**config.mk**
```make
export PLATFORM = sky130hd
export DESIGN_NAME = aidpp_cell
export DESIGN_NICKNAME = d
export VERILOG_FILES = /design/src/sv/aidpp_pkg.sv /design/src/sv/aidpp_cell.sv
export SDC_FILE = /design/constraint.sdc
export NUM_CORES = 1
export LEC_CHECK = 0
export BUFFER_PORTS_ARGS = -buffer_cell sky130_fd_sc_hd__buf_4
export CAP_MARGIN = 0
export CORE_AREA = 4 4 82 84
export DETAILED_ROUTE_END_ITERATION = 6
export DIE_AREA = 0 0 86 88
export PLACE_DENSITY = 0.89
export REMOVE_ABC_BUFFERS = 1
export SYNTH_ARGS = -nofsm -noshare
export SYNTH_HDL_FRONTEND = slang
export SYNTH_SLANG_ARGS = --single-unit
```
**constraint.sdc**
```tcl
create_clock -name clock -period 3.6 [get_ports clock]
set_input_delay 0.36 -clock clock [delete_from_list [all_inputs] [get_ports clock]]
set_output_delay 0.36 -clock clock [all_outputs]
set_load 0.02 [all_outputs]
```
**src/sv/aidpp_pkg.sv**
```systemverilog
// ----------------------------------------------------------------------------
// aidpp_pkg: shared types and codes for the ordered array store
// Commands, status codes and the per-cell control struct.
// ----------------------------------------------------------------------------
package aidpp_pkg;

   localparam int ELEM_W = 32;

   typedef enum logic [1:0] {
      CMD_INSERT = 2'd0,
      CMD_SORTED = 2'd1,
      CMD_DELETE = 2'd2,
      CMD_PURGE  = 2'd3
   } cmd_type;

   typedef enum logic [1:0] {
      ST_DONE   = 2'd0,
      ST_BADPOS = 2'd1,
      ST_FULL   = 2'd2,
      ST_RSVD   = 2'd3
   } status_type;

   // per-cycle command broadcast to every cell
   typedef struct packed {
      logic             ins_en;   // open a slot at ins_pos, shift up above it
      logic             del_en;   // close slot at del_pos, shift down above it
      logic             rot_en;   // rotate row down by one (readout / scan)
      logic [6:0]       ins_pos;
      logic [6:0]       del_pos;
      logic [ELEM_W-1:0] value;
   } cell_ctl_type;

endpackage

```
**src/sv/aidpp_cell.sv**
```systemverilog
// ----------------------------------------------------------------------------
// aidpp_cell: one array slot
// Holds one element; takes from its lower or upper neighbor on a shift.
// ----------------------------------------------------------------------------
module aidpp_cell #(
   parameter logic [6:0] POS = 7'd0
) (
   input  logic                       clock,
   input  aidpp_pkg::cell_ctl_type    ctl,
   input  logic [aidpp_pkg::ELEM_W-1:0] below,
   input  logic [aidpp_pkg::ELEM_W-1:0] above,
   input  logic [aidpp_pkg::ELEM_W-1:0] wrap,
   input  logic                       top,
   output logic [aidpp_pkg::ELEM_W-1:0] data
);
   logic [aidpp_pkg::ELEM_W-1:0] data_ff, data_in;

   always_comb begin
      data_in = data_ff;
      if (ctl.ins_en) begin
         if (POS == ctl.ins_pos)     data_in = ctl.value;
         else if (POS > ctl.ins_pos) data_in = below;
      end else if (ctl.del_en) begin
         if (POS >= ctl.del_pos)     data_in = above;
      end else if (ctl.rot_en) begin
         data_in = top ? wrap : above;
      end
   end

   always_ff @(posedge clock) begin
      data_ff <= data_in;
   end

   assign data = data_ff;
endmodule

```
Word level (Yosys, flattened, before mapping):

Cells that the tools add are included.

* flip-flop bits (word level): 32
* input bits: 147
* output and inout bits: 32
* word-level logic and storage cells: 15

* $lt $le $gt $ge: 2
* equal/unequal tests: 2
* mux-type cells: 7
* reduce and logical (&&, ||, !) cells: 3

Operators by type and width (number)
* $mux W32: 7
* $ge A1 B7 Y1 const A: 1
* $gt A1 B7 Y1 const A: 1
* $logic_not A7 Y1: 1
* $ne A3 B1 Y1 const B: 2
* $reduce_and A3 Y1: 1
* $reduce_bool A3 Y1: 1

Logic depth before layout (Yosys ltp):

* depth after elaboration: 4
* gate-level depth with buffers: 4
* depth with buffers taken out: 3

Worst setup path after synthesis:

No wires, ideal clock.

* path kind: input -> register
* from: input ctl[41] (netlist bit)
* to: register data_ff (netlist bit data[0]) (enable)
* setup time: 0.421 ns
* data arrival time: 2.606 ns
* data required time: 3.179 ns
* path slack: 0.572 ns
* stages: 4
* path buffers: 1
* cells stage by stage: or4_4 > buf_6 > o21a_1 > nor2_1

* word-level cells in the longest chain between the ends: 3
* elaborated cells on any way between the ends: 4
* those cells by class: 1 x order compare; 1 x eq/ne; 2 x reduce/logical

RTL lines
* start: declaration: line aidpp_cell.sv:9 `input aidpp_pkg::cell_ctl_type ctl,`
* $gt A1 B7 Y1 or $logic_not A7 Y1 (tied branches): line aidpp_cell.sv:22, aidpp_cell.sv:21
* $ne A3 B1 Y1 (no line) (*)
* $reduce_and A3 Y1 (no line) (*)
* end signal: assignment: line aidpp_cell.sv:31 `data_ff <= data_in;`
* end: declaration: line aidpp_cell.sv:16 `logic [aidpp_pkg::ELEM_W-1:0] data_ff, data_in;`

Every way passes the cells marked *; elsewhere a longest branch is shown, timed or not.
A chain may end at the register's enable or synchronous reset.

Worst setup path in the final report:

* from: input ctl[41] (netlist bit)
* to: register data_ff (netlist bit data[20]) (enable)

Same word-level chain as after synthesis.

==> out/summary.txt <==
Outcome -> finished clean
Max-slew headroom at the worst pin -> 40.86%
YS warnings -> 0
Classification of the worst setup path -> in2reg
Clock tree root driver cell -> clkbuf_8
Cell area power density -> 282.6 nW/um^2
Clock-pin slew of the registers on the worst-case setup and hold paths -> 60 ps
Total gr overflow -> 0
Final-stage net count -> 539
Setup repair after global routing missed its margin -> false
Post-CTS Hold Fix Bufs -> 0
Vias in the first global route -> 2,751
Top-level port count -> 179
Filler instances -> 519
CP required -> 3500 ps
Buffers from clock root to sink, at most -> 2
Worst setup slack after layout -> 1314 ps
Chip Height -> 88 um
Estimated wirelength of the detail-placed design -> 6280 um
Global-route wire length before repair -> 13,090 um
Width of the die -> 86 um
Antenna Diode Count -> 0
TritonCTS clock tree -> yes
Number of placement rows -> 28
Setup Fix Bufs, Post-CTS -> 0
Layout cells sized above 1 -> 48.97%
Number of hold-slack violations in the final timing report -> 0
Routability Congestion -> 0.7854
Via count -> 2,768
Transition at the pin with the smallest max-transition slack -> 885.0 ps
Initial antenna violation count -> 0
Effective utilization at floorplan -> 39.37%
Minimum clock period after layout -> 2286 ps
Remaining antenna violation count -> 0
Crit path DAT -> 2180 ps
Share of synthesized area occupied by flip-flops and latches -> 41.22%
Leak -> 1.611 nW
Layout area overhead -> 60.82%
Number of optimization iterations in the first detailed-route pass -> 5
Synthesized area per cell -> 9.961 um^2
Maximum number of pins on one net before global-route repair -> 67
Post-cts repair resize count -> 0
Largest register FFs -> 32
Number of distinct library cells after synthesis -> 21
H-tree depth reported by CTS -> 2
Final setup TNS -> 0 ps
Fin crit share -> 63.49%
Seq cells post-synth -> 32
Cell area after technology mapping -> 2331 um^2
Fraction of post-synthesis cell area in the top cell type by area -> 41.22%
Wire length reported by the detailed router -> 8763 um
Peak VDD IR -> 0.1395 mV
Final-report max-slew violation count -> 0
I/O Buffers -> 178
Overall die area -> 7568 um^2
Final setup viols -> 0
Std-Cell Core Area -> 5921 um^2
Class of the tightest hold or removal check -> in2reg
Timing startpoint of the critical path -> ctl[41]
Count of mapped cells out of synthesis -> 234
Total clock sinks -> 32
HP Start -> above[23]
DRC viols -> 0
Overall global routing resource usage -> 21.86%
Cell taking the most area after synthesis -> edfxtp_1
Number of violations reported at the end of detailed-routing iteration 0 -> 224
Critical path endpoint category -> flop
Via count normalized by instance count -> 5.953
Max FO, Critical Path -> 33
Number of max-cap violations -> 0
Pre-CTS setup slack -> 1012 ps
Average wire per standard cell -> 18.85 um
Number of buffers inserted during clock tree synthesis -> 5
Startpoint class of the critical path -> input port
Top post-synthesis cells by area -> edfxtp_1, and3b_1, nand4b_1
Max frequency -> 0.4375 GHz
==> cell usage after synthesis <==
cell / number
a211oi_1: 32
a31oi_1: 32
and3b_1: 32
edfxtp_1: 32
nand4b_1: 32
o21ai_0: 27
clkbuf_1: 25
o21ai_1: 5
buf_2: 3
clkbuf_2: 2
nor2_1: 2
a221oi_1: 1
buf_6: 1
inv_1: 1
nand2b_1: 1
nor4_1: 1
nor4_2: 1
nor4b_1: 1
o21a_1: 1
or3_1: 1
or4_4: 1
==> layer usage <==
metal  global-route usage, %  up-vias  wire, um
met2                   39.87      189      4512
met1                   26.03     1283      3184
met5                       0        -         0
met4                   5.468        0       104
met3                   4.798       12       962
li1                        -     1284         -
==> critical path, stage by stage <==
cell    delay [ps]
buf_4          120
or4_4          710
o21a_1         270
nor2_4         700
==> through the flow <==
step / area, um^2 / std cells / power, W / util [%] / hold WS [ps]
final: 3749 / 465 / 0.001059 / 63.31 / 459.0
after floorplan: 2201 / 203 / 0.0006013 / - / 573.5
after global placement: 3680 / 460 / 0.0008183 / 62.15 / 734.0
after global routing: 3749 / 465 / 0.001109 / 63.31 / 460.5
after CTS: 3749 / 465 / 0.001068 / 63.31 / 452.6
after detailed placement: 3680 / 460 / 0.0008293 / 62.15 / 739.7
==> cell type report <==
| type | instances | area (um^2) | share of cell area [%] |
|---|---|---|---|
| Tap cell | 75 | 93.84 | 2.503 |
| Timing Repair Buffer | 182 | 1366 | 36.45 |
| Clock buffer | 5 | 68.82 | 1.836 |
| Sequential cell | 32 | 960.9 | 25.63 |
| Inverter | 1 | 3.754 | 0.1001 |
| Multi-Input combinational cell | 170 | 1255 | 33.48 |
==> final timing paths <==
kind,to,cells past startpoint
worst max-delay path,data[20],4
worst min-delay path,data[23],3
==> cells in the final DEF (no fill, tap or decap) <==
| cell | Yosys | routed |
|---|---|---|
| o21a_1 | 1 | 1 |
| or4_4 | 1 | 1 |
| clkbuf_8 | 0 | 5 |
| inv_1 | 1 | 1 |
| nor4_1 | 1 | 1 |
| nor2_2 | 0 | 1 |
| nand4b_1 | 32 | 32 |
| o21ai_1 | 5 | 5 |
| edfxtp_1 | 32 | 32 |
| a31oi_1 | 32 | 32 |
| or3_1 | 1 | 1 |
| nor2_4 | 0 | 1 |
| a221oi_1 | 1 | 1 |
| nor4_4 | 0 | 1 |
| and3b_1 | 32 | 32 |
| buf_4 | 0 | 182 |
| a211oi_1 | 32 | 32 |
| o21ai_0 | 27 | 27 |
| nor4b_1 | 1 | 1 |
| nand2b_1 | 1 | 1 |
==> power breakdown <==
| part | total, W | internal (W) | switching, W |
|---|---|---|---|
| Combinational | 0.000355 | 0.000187 | 0.000168 |
| Clock | 0.000238 | 0.000124 | 0.000114 |
| Sequential | 0.000466 | 0.000456 | 0.0000102 |
==> kinds of logic after synthesis <==
logic type	Yosys count	synth area share [%]
compound gates	98	26.46
simple gates	72	26.57
flops	32	41.22
buf+inv	32	5.743
Power figures use the tool's default switching activity.
