**src/sv/aidpp_prime.sv**
```systemverilog
// ----------------------------------------------------------------------------
// aidpp_prime: iterative trial-division prime test
// One divisor step per remainder pass; remainder by restoring division.
// ----------------------------------------------------------------------------
module aidpp_prime (
   input  logic        clock,
   input  logic        reset,
   input  logic        start,
   input  logic [31:0] value,
   output logic        done,
   output logic        prime
);
   logic [31:0] v_ff, v_in;
   logic [31:0] d_ff, d_in;
   logic [31:0] r_ff, r_in;
   logic [5:0]  b_ff, b_in;
   logic        busy_ff, busy_in, div_ff, div_in;
   logic        done_ff, done_in, prime_ff, prime_in;
   logic [63:0] sq;
   logic [32:0] rs;

   assign sq = {32'd0, d_ff} * {32'd0, d_ff};
   assign rs = {r_ff, v_ff[b_ff[4:0]]};

   always_comb begin
      v_in = v_ff; d_in = d_ff; r_in = r_ff; b_in = b_ff;
      busy_in = busy_ff; div_in = div_ff; done_in = 1'b0; prime_in = prime_ff;
      if (start) begin
         v_in = value; d_in = 32'd2; busy_in = 1'b1; div_in = 1'b0;
         if (value[31] || value < 32'd2) begin
            busy_in = 1'b0; done_in = 1'b1; prime_in = 1'b0;
         end
      end else if (busy_ff && !div_ff) begin
         if (sq > {32'd0, v_ff}) begin
            busy_in = 1'b0; done_in = 1'b1; prime_in = 1'b1;
         end else begin
            div_in = 1'b1; r_in = 32'd0; b_in = 6'd31;
         end
      end else if (busy_ff) begin
         r_in = (rs >= {1'b0, d_ff}) ? 32'(rs - {1'b0, d_ff}) : rs[31:0];
         b_in = b_ff - 6'd1;
         if (b_ff == 6'd0) begin
            div_in = 1'b0;
            if (r_in == 32'd0) begin
               busy_in = 1'b0; done_in = 1'b1; prime_in = 1'b0;
            end else begin
               d_in = d_ff + 32'd1;
            end
         end
      end
   end

   always_ff @(posedge clock) begin
      if (reset) begin
         busy_ff <= 1'b0; div_ff <= 1'b0; done_ff <= 1'b0;
      end else begin
         busy_ff <= busy_in; div_ff <= div_in; done_ff <= done_in;
      end
      v_ff <= v_in; d_ff <= d_in; r_ff <= r_in; b_ff <= b_in; prime_ff <= prime_in;
   end

   assign done  = done_ff;
   assign prime = prime_ff;
endmodule

```
**config.mk**
```make
export PLATFORM = sky130hd
export DESIGN_NAME = aidpp_prime
export DESIGN_NICKNAME = d
export VERILOG_FILES = /design/src/sv/aidpp_prime.sv
export SDC_FILE = /design/constraint.sdc
export NUM_CORES = 2
export LEC_CHECK = 0
export ABC_AREA = 1
export BUFFER_PORTS_ARGS = -buffer_cell sky130_fd_sc_hd__buf_2
export CAP_MARGIN = 20
export CORE_AREA = 2 2 321 323
export CTS_CLUSTER_DIAMETER = 100
export DETAILED_ROUTE_END_ITERATION = 6
export DIE_AREA = 0 0 323 325
export GPL_TIMING_DRIVEN = 0
export PLACE_DENSITY = 0.6
export SLEW_MARGIN = 20
export SYNTH_ARGS = -nofsm -noshare
export SYNTH_HDL_FRONTEND = slang
export SYNTH_SLANG_ARGS = --single-unit
```
**constraint.sdc**
```tcl
create_clock -name clock -period 14.9 [get_ports clock]
set_input_delay 1.49 -clock clock [delete_from_list [all_inputs] [get_ports clock]]
set_output_delay 1.49 -clock clock [all_outputs]
set_load 0.02 [all_outputs]
```
### After elaboration in Yosys (flattened, before gate mapping)

Index checks and enable logic that the tools add are counted.

| word-level totals | value |
|---|---|
| bits in registers | 106 |
| bits of input ports | 35 |

| cells by class | value |
|---|---|
| $add $sub $neg | 3 |
| multiply operators | 1 |
| order comparisons | 4 |
| eq/ne operators | 3 |
| multiplexer cells | 34 |
| bitwise operators | 3 |
| reduce and logical (&&, ||, !) cells | 15 |

Operators by type and width:

| cell | count |
|---|---|
| $mux W32 | 4 |
| $gt A64 B32 Y1 | 1 |
| $mul A32 B32 Y64 | 1 |
| $ge A33 B32 Y1 | 1 |
| $add A32 B1 Y32 const B | 1 |
| $logic_not A32 Y1 | 1 |
| $lt A32 B2 Y1 const B | 1 |
| $sub A32 B32 Y32 | 1 |
| $mux W1 | 26 |
| $mux W6 | 3 |
| $reduce_bool A3 Y1 | 3 |
| $logic_not A6 Y1 | 1 |
| $lt A5 B6 Y1 const B | 1 |
| $reduce_and A3 Y1 | 2 |
| $sub A6 B1 Y6 const B | 1 |
| $bmux W1 S5 | 1 |
| $reduce_and A5 Y1 | 1 |
| $reduce_and A4 Y1 | 1 |
| $reduce_bool A2 Y1 | 2 |
| $ne A3 B2 Y1 const B | 1 |
| $not A1 Y1 | 3 |
| $ne A2 B1 Y1 const B | 1 |
| $ne A2 B2 Y1 const B | 1 |
| $reduce_or A2 Y1 | 1 |
| other kinds (3) | 3 |

### Longest topological paths before layout

| depth | value |
|---|---|
| depth in word-level cells | 10 |
| gate-level depth with buffers | 52 |

### Least setup slack after synthesis

Ideal clock, no wire load.

| timing path | value |
|---|---|
| path type | register -> register |
| start | reg d_ff[5] |
| end | reg b_ff[0] (enable) |
| data arrival time | 10,014 ps |
| data required time | 14,454 ps |
| path slack | 4,440 ps |
| stages on the path, launching flop included | 47 |
| buffers on the path | 3 |
| cell sequence | dfxtp_1 -> clkbuf_1 -> buf_2 -> buf_1 -> nand2_1 -> fa_1 -> inv_1 -> fa_1 -> fa_1 -> inv_1 -> fa_1 -> inv_1 -> fa_1 -> inv_1 -> fa_1 -> inv_1 -> fa_1 -> inv_1 -> [11 not listed] -> xor2_1 -> ha_1 -> nand2_1 -> nor2_1 -> nand4_1 -> nor3_1 -> nand3b_1 -> nand2_1 -> nand2_1 -> inv_1 -> nand2_1 -> inv_1 -> nand2_1 -> nor2_1 -> nand2_1 -> nor2_1 -> nand3_1 -> a21oi_1 |

| on the way | value |
|---|---|
| longest elaborated chain between the ends | 4 |

RTL lines:

| item | line | source |
|---|---|---|
| start: declaration | 14 | `logic [31:0] d_ff, d_in;` |
| start signal: assignment | 59 | `v_ff <= v_in; d_ff <= d_in; r_ff <= r_in; b_ff <= b_in; prime_ff <= prime_in;` |
| $mul A32 B32 Y64 | 22 | `assign sq = {32'd0, d_ff} * {32'd0, d_ff};` |
| $gt A64 B32 Y1 | 34 | `if (sq > {32'd0, v_ff}) begin` |
| $ne A2 B2 Y1 (no line) | -- |  |
| $reduce_and A3 Y1 (no line) | -- |  |
| end signal: assignment | 59 |  |
| end: declaration | 16 | `logic [5:0] b_ff, b_in;` |

No other way between the ends.
A chain may end at the register's enable or synchronous reset.

### Worst setup path in the final report

| timing path | value |
|---|---|
| start | reg d_ff[17] |
| end | reg r_ff[11] (enable) |

| on the way | value |
|---|---|
| longest elaborated chain between the ends | 4 |

RTL lines:

| item | line | source |
|---|---|---|
| $mul A32 B32 Y64 | 22 |  |
| $gt A64 B32 Y1 | 34 |  |
| $ne A2 B2 Y1 (no line) | -- |  |
| $reduce_and A3 Y1 (no line) | -- |  |
| end signal: assignment | 59 |  |
| end: declaration | 15 | `logic [31:0] r_ff, r_in;` |

No other way between the ends.

==> qor.yml <==
cts_hold_repair.buffers: 0
synth_edf_count: 71
min_to: "div_ff"
wl_per_cell_microns: 20.72
total_power_mw: 0.7061
reg2reg_slack_ps: 2960
postRouteAntennaNets: 0
cts.sinks: 106
vias: 33280
netlist_instances: 5353
fmax_ghz: 0.08377
syn_to_final_growth_pct: 5.604
maxSlewViolCount: 0
grt_max_degree: 34
period_needed_ps: 11940
p_per_area_nw_per_um2: 16.55
drc: 0
routed_wl_microns: 140400
num_antenna_cells: 0
hold_path_depth: 2
drv_cap: 0
clock_skew_ps: 19.79
ir_worst_vdd_uv: 41.87
numPortBuffers: 36
cts_tree: "yes"
status: "finished, final reports clean"
fin_nets: 6586
relSlewSlack_pct: 16.94
syn-cell-area_sq_um: 40410
dp_hpwl_microns: 121600
worstPathRequired_ps: 15010
ys_ff_latch: 106
die_w_microns: 323
worstSetupStartpointType: "register"
finalWeightedCongestion: 0.9782
path_clk_slew_ps: 80
die_h_microns: 325
floorplan.initialDensity_pct: 39.89
grt_pass1_wl_microns: 212000
synth_area_per_cell_sq_um: 7.549
grt_pass1_vias: 34390
timing.final.crit_share_pct: 80.12
hold_start: "div_ff"
ys_types: 46
htreeDepth: 3
max_stage_delay_ps: 830
die_area_sq_um: 105000
antenna_found_initial: 8
cts_buffers: 9
drt_iter0_markers: 2838
hold_path_class: "reg -> reg"
dr.pass1.iters: 5
core_area_sq_um: 101300
drive_gt1_share_pct: 3.644
ctsResizeCount: 0
vias_per_cell: 4.913
synthesis.nets: 6538
r2r_start: "d_ff[17]"
num_rows: 117
ioPinCount: 37
setup_viol: 0
postCtsSetupBuffers: 0
reg2reg_depth: 43
rsz0062_at_grt: "no"
yosysWarnings: 0
worstPathMaxFanout: 21
synth_async_sr_flop_share_pct: 0
grtUsageTotal_pct: 27.42
cts-root-buf: "clkbuf_16"
cp.arrival_ps: 12050
path_class: "reg -> reg"
power.leakage_nw: 26.06
yosysSeqAreaShare_pct: 7.010
clockBufferDepth: 2
clk_latency_ps: 410
end_kind: "register"
hold_viol_final: 0
crit_top_cell: "nand2_1"
r2r-end: "r_ff[11]"
cp_slowest_cell: "buf_1"
tns_ps: 0
grt-ovfl-total: 0
synthFlopType: "edfxtp_1"
tightest_slew_ps: 1246
## placed cells by master, fill, tap and decap left out, types with 23 or more instances in the layout
cell type / Yosys / routed
a21oi_1: 104 / 103
a21oi_2: 28 / 28
buf_1: 26 / 25
buf_2: 36 / 73
clkbuf_1: 77 / 74
dfxtp_1: 35 / 35
edfxtp_1: 71 / 71
fa_1: 809 / 809
ha_1: 341 / 341
inv_1: 1672 / 1672
nand2_1: 1407 / 1407
nand2_2: 35 / 35
nand3_1: 129 / 129
nand3b_1: 35 / 35
nand4_1: 28 / 28
nor2_1: 267 / 267
nor3_1: 23 / 23
o21ai_0: 38 / 38
xnor2_1: 28 / 28
xor2_1: 65 / 65
## flip-flops by register name, summed over array words and instances, names as in the netlist
register  flops
div_ff        1
b_ff          6
done          1
busy_ff       1
v_ff         32
r_ff         32
d_ff         32
prime         1
## metrics by stage
| stage | area (sq um) | hold slack, ps | utilization (%) | cells | setup slack (ps) |
|---|---|---|---|---|---|
| 6_report | 42670 | 579.9 | 42.12 | 6774 | 2962 |
| 5_1_grt | 42670 | 603.4 | 42.12 | 6774 | 2463 |
| 4_1_cts | 42670 | 577.5 | 42.12 | 6774 | 3171 |
| 3_3_place_gp | 42300 | 493.6 | 41.76 | 6757 | 941.5 |
| 2_1_floorplan | 40410 | 478.8 | - | 5353 | 4440 |
| 3_5_place_dp | 42340 | 564.3 | 41.80 | 6758 | 3216 |
## worst max-delay path by stage
stage          cells after the start  slack, ps      from  endpoint
2_1_floorplan                     46       4440   d_ff[5]   b_ff[0]
3_3_place_gp                      42        940  d_ff[17]  r_ff[23]
3_5_place_dp                      43       3220  d_ff[17]  r_ff[23]
4_1_cts                           43       3170  d_ff[17]   r_ff[4]
5_1_grt                           41       2460  d_ff[17]   r_ff[4]
6_report                          43       2960  d_ff[17]  r_ff[11]
## metal layers
layer  GRT usage, %  vias up  part of all wire, %
li1               -    15330                    -
met1          37.51    16330                   42
met2          43.45     1340                   45
met3          4.545      274                  8.0
met4          10.43        6                  4.6
met5              0        -                0.026
## power by group
group	leakage (nW)	switching, mW	internal (mW)	total, mW
combinational	24.9	0.0554	0.0281	0.0836
clock	0.166	0.140	0.151	0.291
sequential	0.952	0.00560	0.326	0.332
## cell type report
| cell class | instances | area, sq um |
|---|---|---|
| plain buffers | 149 | 710.7 |
| clock buffers | 11 | 254.0 |
| clock inverters | 5 | 73.82 |
| fillers | 10650 | 58630 |
| inverters | 1677 | 6295 |
| multi-input cells | 3421 | 30590 |
| flip-flops and latches | 106 | 2833 |
| well taps | 1368 | 1712 |
| repair buffers | 37 | 207.7 |
## critical path: cells and delay by family, from the launching register on
family                   cells  cell delay (ps)
XOR/XNOR                     1              520
AND/OR/NAND/NOR             20             2750
adder cells (fa/ha/maj)     10             5030
buffers and inverters       11             2310
flip-flops                   1              310
AO/OA/AOI/OAI                1              680
## logic make-up after synthesis
group	Yosys count	synth area share [%]
buf+inv	1826	17.32
flops	106	7.010
simple gates	1965	19.82
xor+xnor	93	2.016
fa+ha+maj	1150	50.64
compound gates	213	3.195
## synth_stat cells (4+ instances only)
cell type	n	share of area, %
nand3_1	129	1.6
nand2_2	35	0.54
or2_2	7	0.11
xor2_1	65	1.4
a21o_1	8	0.15
nor4_1	16	0.25
a21oi_1	104	1.3
buf_6	6	0.17
buf_1	26	0.24
buf_2	36	0.45
clkbuf_1	77	0.72
nor2_1	267	2.5
dfxtp_1	35	1.7
xnor2_1	28	0.61
nand4_1	28	0.43
a21oi_2	28	0.61
nor3_1	23	0.28
nand3b_1	35	0.65
o211ai_1	4	0.074
inv_2	4	0.037
nand2_1	1407	13
ha_1	341	11
inv_1	1672	16
o21ai_0	38	0.47
fa_1	809	40
edfxtp_1	71	5.3
nor2_2	8	0.12
o21bai_1	22	0.41
(Power assumes the default switching activity.)
